## config.mk

```make
export PLATFORM = sky130hd
export DESIGN_NAME = cpcr_sqrt
export DESIGN_NICKNAME = d
export VERILOG_FILES = /design/src/hdl/cpcr_pkg.sv /design/src/hdl/cpcr_sqrt.sv
export SDC_FILE = /design/constraint.sdc
export NUM_CORES = 2
export LEC_CHECK = 0
export ABC_AREA = 0
export BUFFER_PORTS_ARGS = -buffer_cell sky130_fd_sc_hd__buf_4
export CAP_MARGIN = 30
export CORE_MARGIN = 1
export CORE_UTILIZATION = 40
export CTS_BUF_LIST = sky130_fd_sc_hd__clkbuf_4
export DETAILED_ROUTE_END_ITERATION = 8
export GPL_ROUTABILITY_DRIVEN = 0
export HOLD_SLACK_MARGIN = 0.02
export PLACE_DENSITY = 0.61
export SLEW_MARGIN = 0
export SYNTH_ARGS = -nofsm -noshare
export SYNTH_HDL_FRONTEND = slang
export SYNTH_SLANG_ARGS = --single-unit
```

## constraint.sdc

```tcl
create_clock -name clk -period 3.1 [get_ports clk]
set_input_delay 0.155 -clock clk [delete_from_list [all_inputs] [get_ports clk]]
set_output_delay 0.155 -clock clk [all_outputs]
set_load 0.05 [all_outputs]
```

## src/hdl/cpcr_pkg.sv

```systemverilog
package cpcr_pkg;

  localparam int COORD_WIDTH_DEF = 24;

  // Radius, radius sum and the squares that follow from them
  localparam int RAD_W = 16;
  localparam int RS_W  = RAD_W + 1;
  localparam int SQ_W  = 2 * RS_W;
  localparam int D2_W  = SQ_W + 1;
  localparam int MIN2_W = 2 * RAD_W;

  // Distance root: sqrt(d2 * 2^16), Q.8
  localparam int SQRT_SHIFT = 16;
  localparam int RADICAND_W = SQ_W + SQRT_SHIFT;
  localparam int ROOT_W     = RADICAND_W / 2;
  localparam int REM_W      = ROOT_W + 3;

  // Push and direction scaling
  localparam int KF_W      = 16;
  localparam int FRAC_SH   = 16;
  localparam int PUSH_W    = ROOT_W;
  localparam int PROD_W    = PUSH_W + KF_W;
  localparam int Q_W       = RS_W;
  localparam int DIVISOR_W = ROOT_W + 1;
  localparam int NUM_W     = DIVISOR_W + Q_W - 1;

  localparam int SAT_W = 34;

  localparam logic [KF_W-1:0]  KEEP_FRACTION_RST = 16'd39322;
  localparam logic [RAD_W-1:0] MIN_DISTANCE_RST  = 16'd256;

  localparam int CFG_IDX_W  = 1;
  localparam int CFG_DATA_W = 16;
  localparam logic [CFG_IDX_W-1:0] CFG_KEEP_FRACTION = 1'b0;
  localparam logic [CFG_IDX_W-1:0] CFG_MIN_DISTANCE  = 1'b1;

  localparam int MODE_W = 2;
  localparam logic [MODE_W-1:0] MODE_FIRST_FIXED  = 2'd0;
  localparam logic [MODE_W-1:0] MODE_SECOND_FIXED = 2'd1;
  localparam logic [MODE_W-1:0] MODE_SHARED       = 2'd2;

  typedef struct packed {
    logic              contact;
    logic [MODE_W-1:0] mode;
    logic              sx;
    logic              sy;
    logic [RS_W-1:0]   rs;
    logic [RS_W-1:0]   ax;
    logic [RS_W-1:0]   ay;
  } side_t;

endpackage

```

## src/hdl/cpcr_sqrt.sv

```systemverilog
module cpcr_sqrt
  import cpcr_pkg::*;
(
  input  logic                  clk,
  input  logic                  en,
  input  logic [RADICAND_W-1:0] radicand,
  output logic [ROOT_W-1:0]     root
);

  // One result bit per stage, restoring digit recurrence
  logic [REM_W-1:0]      rem_r   [ROOT_W];
  logic [ROOT_W-1:0]     root_r  [ROOT_W];
  logic [RADICAND_W-1:0] x_r     [ROOT_W];
  logic [REM_W-1:0]      rem_nxt [ROOT_W];
  logic [ROOT_W-1:0]     root_nxt[ROOT_W];
  logic [RADICAND_W-1:0] x_nxt   [ROOT_W];

  always_comb begin
    logic [REM_W-1:0]      rin;
    logic [ROOT_W-1:0]     qin;
    logic [RADICAND_W-1:0] xin;
    logic [REM_W-1:0]      sh;
    logic [REM_W-1:0]      tr;
    for (int k = 0; k < ROOT_W; k++) begin
      if (k == 0) begin
        rin = '0;
        qin = '0;
        xin = radicand;
      end else begin
        rin = rem_r[k-1];
        qin = root_r[k-1];
        xin = x_r[k-1];
      end
      sh = {rin[REM_W-3:0], xin[RADICAND_W-1 -: 2]};
      tr = {1'b0, qin, 2'b01};
      if (sh >= tr) begin
        rem_nxt[k]  = sh - tr;
        root_nxt[k] = {qin[ROOT_W-2:0], 1'b1};
      end else begin
        rem_nxt[k]  = sh;
        root_nxt[k] = {qin[ROOT_W-2:0], 1'b0};
      end
      x_nxt[k] = {xin[RADICAND_W-3:0], 2'b00};
    end
  end

  always_ff @(posedge clk) begin
    if (en) begin
      for (int k = 0; k < ROOT_W; k++) begin
        rem_r[k]  <= rem_nxt[k];
        root_r[k] <= root_nxt[k];
        x_r[k]    <= x_nxt[k];
      end
    end
  end

  assign root = root_r[ROOT_W-1];

endmodule

```

== Word-level counts from Yosys, hierarchy flattened ==
Memories as Yosys holds them, arrays and structs flattened.
Index checks and enable logic that the tools add are counted.
Word-level totals
  register bits after elaboration: 0
  bits in latches: 0
  RAM bits: 2525
  bits in read-only memories: 0
  logic and storage cells: 105
  memories: 3
Cells by class
  add/subtract/negate cells: 25
  multiply operators: 0
  div/mod/pow operators: 0
  $lt $le $gt $ge: 25
  equal/unequal tests: 0
  shift-type cells: 0
  mux-type cells: 52
  bitwise logic cells: 0
  reductions and logical operators: 0
Memories
  x_r: depth 25, width 48, rd ports 24, clocked after Yosys merged registers in 0, write ports 25, RTL line cpcr_sqrt.sv:13  | logic [RADICAND_W-1:0] x_r [ROOT_W];
  rem_r: depth 25, width 28, rd ports 24, clocked after Yosys merged registers in 0, write ports 25, RTL line cpcr_sqrt.sv:11  | logic [REM_W-1:0] rem_r [ROOT_W];
  root_r: depth 25, width 25, rd ports 25, clocked after Yosys merged registers in 0, write ports 25, RTL line cpcr_sqrt.sv:12  | logic [ROOT_W-1:0] root_r [ROOT_W];
Operator list (count)
  28-bit two-way mux: 25
  28-bit by 27-bit greater-or-equal comparator with 1-bit output: 24
  28-bit by 27-bit subtractor with 28-bit output: 24
  1-bit two-way mux: 27
  2-bit by 1-bit subtractor with 3-bit output (second input constant): 1
  2-bit by 1-bit greater-or-equal comparator with 1-bit output (second input constant): 1

== Logic depth before layout (Yosys ltp) ==
An unclocked memory read counts as a cell.
  word-level depth: 3
  mapped depth: 14

== Least setup slack after synthesis ==
OpenSTA, ideal clock, no wires.
  kind: reg2reg
  start point: mem rem_r[2][168] (netlist bit)
  end point: mem rem_r[2][215] (netlist bit), data pin
  library setup time: 260 ps
  arrival: 3170 ps
  required time: 2840 ps
  path slack: -330 ps
  cell stages (with the launch flop): 12
  path buffers: 1
  period minus slack after synthesis: 3430 ps
  cell sequence: edfxtp_1 > ha_1 > nor2b_1 > o31a_1 > o31a_1 > or2_2 > o21ai_0 > o211ai_1 > o211ai_1 > nand3_1 > clkbuf_1 > mux2_2
RTL lines (RTL line)
  start: declaration: cpcr_sqrt.sv:11

==> results.toml <==
[logic_synthesis]
synth_compound_area_frac = 0.09113
muxShareOfSynthArea = 0.01359
synthAdderAreaFrac = 0.06311
syn-instance-count = 5290
yosys.area.top_type_share = 0.6514
ys_seq_area_frac = 0.6514
synth_top_family_by_area = "simple AND/OR/NAND/NOR gates"
synthTopCellsByArea = "edfxtp_1 65%, ha_1 6.3%, xnor2_1 3.3%"
ys_async_sr_fraction = 0
netlist_area_um2 = 69790
avgSynthCellArea_um2 = 13.19
synthFlopType = "edfxtp_1"
ys_ff_latch = 1514
ys_types = 79
synthSimpleGateAreaFrac = 0.09206
synth_edf_count = 1514
syn_nets = 5694
synthXorXnorAreaFrac = 0.06049
yosys_warnings = 0
synth_top_cell_by_area = "edfxtp_1"

[place]
post-place-ws_ns = -0.2559
port-buffer-count = 76
dp_hpwl_um = 89980
dp.cells = 7970

[timing]
max_slew_margin = 0.3533
period_minus_slack_ns = 3.259
fin_ws_ns = -0.1588
min_period_over_period = 1.051
slew_violations = 0
fmax_ghz = 0.3069
rsz0062_at_grt = "yes"
worstMarginPinSlew_ns = 0.9611
finalSetupViolations = 37
clock_skew_ns = 0.1401
hold_violations = 0

[layout]
final_util = 0.4875
fin_cells = 8841
fillCellCount = 15106
areaGrowthSynthToFinish_pct = 20.49
nNetsFinal = 6668
drive_gt1_frac = 0.2145
final_common_cell = "edfxtp_1"
final_cell_mix = "1,514 x edfxtp_1, 569 x clkbuf_4, 464 x buf_4"

[floorplan]
initial_utilization = 0.4046
die-area_um2 = 176200
die_w_um = 419.7
rows = 152
num_io_pins = 77
core-area_um2 = 172500
die_h_um = 419.7

[global_routing]
grt_max_degree = 102
overflow = 0
grt_use_total = 0.1473
grt_pass1_vias = 43456
grt_pass1_wl_um = 210200
antenna_found_initial = 2

[power_and_ir_drop]
switching_share = 0.2765
p_leak_uw = 0.03311
power.density_nw_per_um2 = 662.5
switchingPower_uw = 15400
vdd_drop_max_uv = 440.7
seqPwrFrac = 0.489
power_frac_comb = 0.216
p_int_uw = 40300
clkPwrFrac = 0.295

[detailed_routing]
antenna_left = 0
wire_per_inst_um = 14.97
drt_wl_total_um = 132300
drc = 0
drt_first_pass_iters = 8
drtIter0Drc = 2519
vias = 43872
viasPerCell = 4.962

[cts]
clk_pin_slew_ns = 0.07
cts_root_buf = "clkbuf_4"
clk_latency_ns = 1.34
cts_tree = "done"
cts_sinks = 1514
cts_buffers = 404
cts_max_level = 5
clock_path_buffers = 4

[setup_path]
worstPathMaxFanout = 8
crit_required_ns = 4.11
critPathCaptureType = "flop"
cp.arrival_ns = 4.27
critPathLaunchType = "flop"
critPathKind = "reg2reg"

[outcome]
violations = "negative setup slack"
outcome = "finished with violations"

[min_path]
hold_class = "in2reg"

[flow_run]
maxCapViolCount = 0
==> timing repair <==
item	CTS	global route
setup endpoints to repair	136	252
hold buffers	152	0
setup buffers	10	30
resized for setup	60	166
endpoints found under the hold margin	1565	0
pin swaps	9	39
cloned	2	4
==> synthesized netlist by cell type, types with 28 or more instances <==
library cell and count:
or3_1 42, o21a_1 81, inv_1 425, ha_1 352, a21o_1 106, nor2b_1 60
nor4_1 74, nand2_1 325, edfxtp_1 1514, xnor2_1 264, or2_2 28, mux2_2 78
or4_1 29, clkbuf_1 85, nand2b_1 76, nand4_1 53, o21ai_0 240, nor3_1 107
a21oi_1 363, xor2_1 218, nand3_1 70, nor2_1 342
==> power by group through the flow <==
| stage | sequential (uW) | combinational (uW) | clock (uW) |
|---|---|---|---|
| detailed placement | 27600 | 11100 | 0 |
| global route | 27500 | 13300 | 18200 |
| finish | 27200 | 12000 | 16400 |
| CTS | 27200 | 11500 | 17300 |
| global placement | 27600 | 10900 | 0 |
| floorplan | 27100 | 7700 | 0 |
==> layout make-up <==
type	instances	area [um2]	share of cell area
multi-input combinational	3254	23430	0.2786
tap	2310	2890	0.03437
clock inverter	100	526.8	0.006264
inverter	428	1607	0.01910
timing repair buffer	662	5892	0.07007
sequential	1514	45460	0.5407
clock buffer	569	4272	0.05080
antenna	4	10.01	0.0001190
==> worst max-delay path, stage by stage (launching register included) <==
cell and delay (ns):
edfxtp_1 0.39, or4_4 0.54, or3_4 0.34, or3_4 0.33, or3_4 0.37, o21a_1 0.21
a221o_2 0.47, nor3_1 0.20, xor2_1 0.10
==> final timing paths <==
kind	from	to	slack, ns	cells past startpoint
min reg2reg	x_r[0][266]	x_r[0][316]	0.32	0
min	radicand[48]	root_r[0][0]	0.29	4
max reg2reg	rem_r[0][206]	rem_r[1][21]	-0.16	8
max	rem_r[0][206]	rem_r[1][21]	-0.16	8
==> logic make-up (layout without fill, tap and decap cells) <==
logic type	after synthesis	after routing
xor+xnor	482	482
mux	85	85
fa+ha+maj	352	352
flops	1514	1514
compound gates	1032	1032
other cells	1	5
buf+inv	522	1759
simple gates	1302	1302
==> sequential cells by signal, indices dropped and copies added, names as in the netlist <==
| name | count |
|---|---|
| root_r | 325 |
| rem_r | 589 |
| x_r | 600 |
==> per-layer routing <==
layer	vias up	part of all wire	GRT usage
met2	1003	0.47	0.2424
li1	21770	-	-
met1	20713	0.44	0.1783
met3	386	0.044	0.02887
met5	-	0	0
met4	0	0.046	0.08994
==> stage by stage <==
stage / total power, uW / hold WS [ns] / instance area (um2) / TNS, ns
2_1_floorplan: 34820 / 0.2539 / 69890 / -1.155
4_1_cts: 56010 / 0.09217 / 82960 / -3.654
5_1_grt: 58990 / 0.1611 / 84090 / -8.439
3_3_place_gp: 38420 / 0.3328 / 76240 / -7.672
3_5_place_dp: 38660 / 0.3343 / 76240 / -13.37
6_report: 55710 / 0.2926 / 84090 / -3.230
No activity file was read; power rests on OpenSTA's default activity.
