===== src/hdl/cpcr_pkg.sv =====
package cpcr_pkg;

  localparam int COORD_WIDTH_DEF = 24;

  // Radius, radius sum and the squares that follow from them
  localparam int RAD_W = 16;
  localparam int RS_W  = RAD_W + 1;
  localparam int SQ_W  = 2 * RS_W;
  localparam int D2_W  = SQ_W + 1;
  localparam int MIN2_W = 2 * RAD_W;

  // Distance root: sqrt(d2 * 2^16), Q.8
  localparam int SQRT_SHIFT = 16;
  localparam int RADICAND_W = SQ_W + SQRT_SHIFT;
  localparam int ROOT_W     = RADICAND_W / 2;
  localparam int REM_W      = ROOT_W + 3;

  // Push and direction scaling
  localparam int KF_W      = 16;
  localparam int FRAC_SH   = 16;
  localparam int PUSH_W    = ROOT_W;
  localparam int PROD_W    = PUSH_W + KF_W;
  localparam int Q_W       = RS_W;
  localparam int DIVISOR_W = ROOT_W + 1;
  localparam int NUM_W     = DIVISOR_W + Q_W - 1;

  localparam int SAT_W = 34;

  localparam logic [KF_W-1:0]  KEEP_FRACTION_RST = 16'd39322;
  localparam logic [RAD_W-1:0] MIN_DISTANCE_RST  = 16'd256;

  localparam int CFG_IDX_W  = 1;
  localparam int CFG_DATA_W = 16;
  localparam logic [CFG_IDX_W-1:0] CFG_KEEP_FRACTION = 1'b0;
  localparam logic [CFG_IDX_W-1:0] CFG_MIN_DISTANCE  = 1'b1;

  localparam int MODE_W = 2;
  localparam logic [MODE_W-1:0] MODE_FIRST_FIXED  = 2'd0;
  localparam logic [MODE_W-1:0] MODE_SECOND_FIXED = 2'd1;
  localparam logic [MODE_W-1:0] MODE_SHARED       = 2'd2;

  typedef struct packed {
    logic              contact;
    logic [MODE_W-1:0] mode;
    logic              sx;
    logic              sy;
    logic [RS_W-1:0]   rs;
    logic [RS_W-1:0]   ax;
    logic [RS_W-1:0]   ay;
  } side_t;

endpackage


===== src/hdl/cpcr_div.sv =====
module cpcr_div
  import cpcr_pkg::*;
(
  input  logic                 clk,
  input  logic                 en,
  input  logic [NUM_W-1:0]     num,
  input  logic [DIVISOR_W-1:0] divisor,
  output logic [Q_W-1:0]       quot
);

  // One quotient bit per stage, most significant first
  logic [NUM_W-1:0]     rem_r   [Q_W];
  logic [DIVISOR_W-1:0] den_r   [Q_W];
  logic [Q_W-1:0]       q_r     [Q_W];
  logic [NUM_W-1:0]     rem_nxt [Q_W];
  logic [Q_W-1:0]       q_nxt   [Q_W];
  logic [DIVISOR_W-1:0] den_nxt [Q_W];

  always_comb begin
    logic [NUM_W-1:0]     rin;
    logic [DIVISOR_W-1:0] din;
    logic [Q_W-1:0]       qin;
    logic [NUM_W-1:0]     tr;
    for (int k = 0; k < Q_W; k++) begin
      if (k == 0) begin
        rin = num;
        din = divisor;
        qin = '0;
      end else begin
        rin = rem_r[k-1];
        din = den_r[k-1];
        qin = q_r[k-1];
      end
      tr = NUM_W'(din) << (Q_W - 1 - k);
      if (rin >= tr) begin
        rem_nxt[k] = rin - tr;
        q_nxt[k]   = {qin[Q_W-2:0], 1'b1};
      end else begin
        rem_nxt[k] = rin;
        q_nxt[k]   = {qin[Q_W-2:0], 1'b0};
      end
      den_nxt[k] = din;
    end
  end

  always_ff @(posedge clk) begin
    if (en) begin
      for (int k = 0; k < Q_W; k++) begin
        rem_r[k] <= rem_nxt[k];
        den_r[k] <= den_nxt[k];
        q_r[k]   <= q_nxt[k];
      end
    end
  end

  assign quot = q_r[Q_W-1];

endmodule


===== config.mk =====
export PLATFORM = sky130hd
export DESIGN_NAME = cpcr_div
export DESIGN_NICKNAME = d
export VERILOG_FILES = /design/src/hdl/cpcr_pkg.sv /design/src/hdl/cpcr_div.sv
export SDC_FILE = /design/constraint.sdc
export NUM_CORES = 2
export LEC_CHECK = 0
export ABC_AREA = 1
export BUFFER_PORTS_ARGS = -buffer_cell sky130_fd_sc_hd__buf_4
export CAP_MARGIN = 20
export CORE_AREA = 8 8 492 494
export DETAILED_ROUTE_END_ITERATION = 6
export DIE_AREA = 0 0 500 502
export GPL_ROUTABILITY_DRIVEN = 0
export SYNTH_ARGS = -nofsm -noshare
export SYNTH_HDL_FRONTEND = slang
export SYNTH_SLANG_ARGS = --single-unit

===== constraint.sdc =====
create_clock -name clk -period 3.4 [get_ports clk]
set_clock_uncertainty 0.15 [all_clocks]
set_input_delay 0.68 -clock clk [delete_from_list [all_inputs] [get_ports clk]]
set_output_delay 0.68 -clock clk [all_outputs]
set_load 0.05 [all_outputs]

# After elaboration in Yosys (flattened, before gate mapping)
# Memory sizes are Yosys's and may differ from the RTL's.
# Cells that the tools add are included.
[classes] n_lt_le_gt_ge=17 div_mod_pow=0 mul=0 n_eq_ne=0 n_bitwise=0 shifts=0 reduce_logical=0 addsub=17 n_mux=36
[ops] operator="$mux 42" count=17
[ops] operator="$ge 42x26->1" count=1
[ops] operator="$ge 42x27->1" count=1
[ops] operator="$ge 42x28->1" count=1
[ops] operator="$ge 42x29->1" count=1
[ops] operator="$ge 42x30->1" count=1
[ops] operator="$ge 42x31->1" count=1
[ops] operator="$ge 42x32->1" count=1
[ops] operator="$ge 42x33->1" count=1
[ops] operator="$ge 42x34->1" count=1
[ops] operator="$ge 42x35->1" count=1
[ops] operator="$ge 42x36->1" count=1
[ops] operator="$ge 42x37->1" count=1
[ops] operator="$ge 42x38->1" count=1
[ops] operator="$ge 42x39->1" count=1
[ops] operator="$ge 42x40->1" count=1
[ops] operator="$ge 42x41->1" count=1
[ops] operator="$ge 42x42->1" count=1
[ops] operator="$sub 42x26->42" count=1
[ops] operator="$sub 42x27->42" count=1
[ops] operator="$sub 42x28->42" count=1
[ops] operator="$sub 42x29->42" count=1
[ops] operator="$sub 42x30->42" count=1
[ops] operator="$sub 42x31->42" count=1
[ops] operator="other kinds (12)" count=30
[totals] word_cells=73 romBits=0 in_bits=70 ram_bits=1445 output_inout_bits=17 regBits=0 latchBits=0 memories=3
[mem_list] name="rem_r" words=17 word_bits=42 rd=16 rd_clocked_by_memory_dff=0 write_ports=17 line_no="cpcr_div.sv:12" rtl="logic [NUM_W-1:0] rem_r [Q_W];"
[mem_list] name="den_r" words=17 word_bits=26 rd=16 rd_clocked_by_memory_dff=0 write_ports=17 line_no="cpcr_div.sv:13" rtl="logic [DIVISOR_W-1:0] den_r [Q_W];"
[mem_list] name="q_r" words=17 word_bits=17 rd=17 rd_clocked_by_memory_dff=0 write_ports=17 line_no="cpcr_div.sv:14" rtl="logic [Q_W-1:0] q_r [Q_W];"

# Longest topological paths before layout
# An unclocked memory read counts as a cell.
[depth] word_depth=3 mapped_depth=17 ltp_nobuf=16

# Least setup slack after synthesis
# OpenSTA, ideal clock, no wires.
[synth_path] kind="input to register" startpoint="input port num[16]" endpoint="memory rem_r[0][17] in the netlist's numbering, data pin" n_path_buf=1 cell_stages=12 setup_slack_ps=738 arrival_ps=2255 required_time_ps=2993 path_cell_list="inv_1 ha_1 fa_1 o21ai_2 nand2_1 nand2_2 nand2_1 nand2_1 nand2_2 nand3_4 buf_6 o21ai_1"
[synth_lines] element="from (decl)" line_no="cpcr_div.sv:6" rtl="input logic [NUM_W-1:0] num,"
[synth_lines] element="to (decl)" line_no="cpcr_div.sv:12"

==> flow_summary.toml <==
[clock_tree]
cts_tree = "done"
post_cts_buffers = 0
clk_path_buf_depth = 3
path_clk_slew_ps = 60
cts_buffers = 146
htreeDepth = 4
insertion_delay_ps = 820
root_buffer = "clkbuf_16"
cts_sinks = 1241

[floorplan]
die-area_um2 = 251000
core_area_um2 = 234000
die_y_um = 502
die_w_um = 500
top_level_ports = 87
initial_utilization_pct = 34.9
rows = 178

[worst_setup_path]
critical_path_arrival_ps = 3820
end_kind = "register"
r2r_slack_ps = 90
critPathLaunchType = "register"
critPathMaxFanout = 32
path_class = "register to register"
worstPathRequired_ps = 3910

[place]
pre_cts_ws_ps = 125
dp_hpwl_um = 200000
portBuffers = 86
place_area_um2 = 86300

[finish]
final_util_pct = 39.2
multi_input_area_um2 = 36300
layout.nets = 11400
fin_area_um2 = 91600
seq_area_um2 = 37300
areaGrowthSynthToFinish_pct = 12.3
fillers = 24100
drive_gt1_share_pct = 5.18

[power_and_ir_drop]
p_comb_share_pct = 44.4
peakVddDrop_mv = 0.517
total_power_mw = 72.8
p_clk_share_pct = 22.0
leakage_nw = 43.3
pwr-share-seq_pct = 33.6
powerDensity_nw_per_um2 = 794
p_switching_mw = 31.2
switching_share_pct = 42.8
power.internal_mw = 41.6

[global_route]
gr-total-overflow = 0
grt_antenna_before_repair = 2
gr-usage-all-layers_pct = 19.0
grt_pass1_wl_um = 376000
grt_max_degree = 95
grt_pass1_vias = 63700

[timing]
period_share_pct = 97.4
final_hold_viol_count = 0
fin_ws_ps = 86.7
timing.setup.tns_ps = 0
worstMarginPinSlew_ps = 821
setup_viol = 0
rsz0062_at_grt = "false"
period_minus_slack_ps = 3310
maxSlewHeadroom_pct = 44.7
fmax_ghz = 0.302
slew_violations = 0

[hold_path]
holdCritPathClass = "input pin to register"

[detailed_routing]
vias = 68300
vias_per_cell = 4.85
drcViolationCount = 2
drtPass1Iterations = 7
ant_nets = 0
drt-wirelength-per-cell_um = 17.5
finalWirelength_um = 247000
drt_iter0_drc = 7448

[yosys]
yosysUniqueCellTypes = 48
syn_inst = 10600
ys.flop_type = "edfxtp_1"
netlist_area_um2 = 81600
yosys_warnings = 0
synth.ff_latch_count = 1241
synth-edff-count = 1241
avgSynthCellArea_um2 = 7.73
ys_async_sr_fraction_pct = 0
synth-seq-area-share_pct = 45.6
syn-num-nets = 11100

[status]
violations = "design-rule violations"
run_status = "finished, violations left"

[job]
drv_cap = 0
## area by class of cell
type	count	area share [%]
Clock buffer	173	4.10
Multi-Input combinational cell	7297	39.6
Clock inverter	90	1.24
Antenna cell	2	0.00546
Timing Repair Buffer	213	2.17
Inverter	1929	7.93
Tap cell	3150	4.30
Sequential cell	1241	40.7
## sequential cells by signal (all words and copies together) (netlist names)
name / count
den_r: 416
q_r: 153
rem_r: 672
## cells by family (layout without fill, tap and decap cells)
group,after synthesis,count (layout),synth area share (%)
buffers and inverters,2020,2405,9.90
other,0,2,0
AND/OR/NAND/NOR,5756,5756,29.0
adder cells (fa/ha/maj),458,458,7.17
XOR/XNOR,257,257,2.76
flip-flops,1241,1241,45.6
AO/OA/AOI/OAI,826,826,5.56
## placed cells by master (no fill, tap or decap), types with 8 or more instances in the layout
master            n
nand2_1        3832
inv_1          1907
edfxtp_1       1241
nor2_1          865
nand3_1         569
ha_1            442
a21oi_1         423
o21ai_0         218
nand4_1         191
xor2_1          167
buf_4           149
clkbuf_16       146
nor3_1          102
xnor2_1          90
o21ai_1          58
nand3b_1         56
dlygate4sd3_1    42
o21ai_2          40
nand2_2          30
nor2_2           30
o21bai_1         28
clkinv_1         27
clkbuf_1         27
a21oi_2          23
buf_12           21
fa_1             16
bufinv_16        16
inv_6            15
nand3_2          14
inv_2            14
and2_1           13
nor4_1           13
and3_1           10
a21o_1           10
or2_2             9
o21a_1            9
clkinvlp_4        9
clkinv_2          9
o211ai_1          8
## per-layer routing
layer / share of wire [%] / vias up / global-route usage (%)
li1: - / 34300 / -
met1: 45 / 31200 / 26.6
met2: 45 / 2432 / 30.9
met3: 7.2 / 365 / 2.62
met4: 2.8 / 2 / 5.24
met5: 0.0049 / - / 0
## repair_timing
action,CTS,global route
gates resized for setup,0,1
endpoints found under the hold margin,42,0
setup endpoints to repair,0,3
hold buffers,42,0
## final timing paths
kind,start,end,cells after the start
setup / recovery,den_r[0][338],rem_r[0][607],14
hold / removal,num[18],rem_r[0][18],3
setup reg to reg,den_r[0][338],rem_r[0][607],14
hold reg to reg,q_r[0][194],q_r[0][212],0
## critical path: stages, from the launching register on
cell and delay (ps):
edfxtp_1 480, ha_1 260, inv_1 150, fa_1 460, nand3_1 120, nand3_2 130, nand2_1 90, nand2_1 140
nand2_1 150, nand3_2 150, nand2_2 120, nand2_4 170, inv_4 370, nand2_1 130, nand2_1 120
## stage by stage
stage / std cells / hold WS (ps)
finish: 14100 / 68.7
global route: 14100 / 44.1
CTS: 14100 / 2.37
detailed placement: 13800 / 255
global placement: 13800 / 250
floorplan: 10600 / 250
## Yosys cell counts, types with 13 or more instances
library cell,instances,area share [%]
inv_1,1907,8.8
nor2_1,865,4.0
buf_4,21,0.19
nand2_1,3832,18
edfxtp_1,1241,46
nand2_2,30,0.23
o21ai_2,40,0.43
and2_1,13,0.10
a21oi_2,23,0.25
inv_2,14,0.064
o21ai_0,218,1.3
nor4_1,13,0.10
nand3b_1,56,0.51
ha_1,442,6.8
nand4_1,191,1.5
nor3_1,102,0.63
fa_1,16,0.39
xor2_1,167,1.8
nand3_1,569,3.5
o21bai_1,28,0.26
o21ai_1,58,0.36
a21oi_1,423,2.6
nor2_2,30,0.23
buf_6,47,0.65
nand3_2,14,0.17
buf_2,20,0.12
xnor2_1,90,0.97
## power groups by stage
stage	registers (mW)	clock network (mW)	logic (mW)
finish	24.5	16.0	32.3
global route	24.7	17.0	36.3
CTS	24.5	16.4	31.7
detailed placement	24.8	0	31.5
global placement	24.8	0	31.4
floorplan	23.0	0	23.2
No activity file was read; power rests on OpenSTA's default activity.
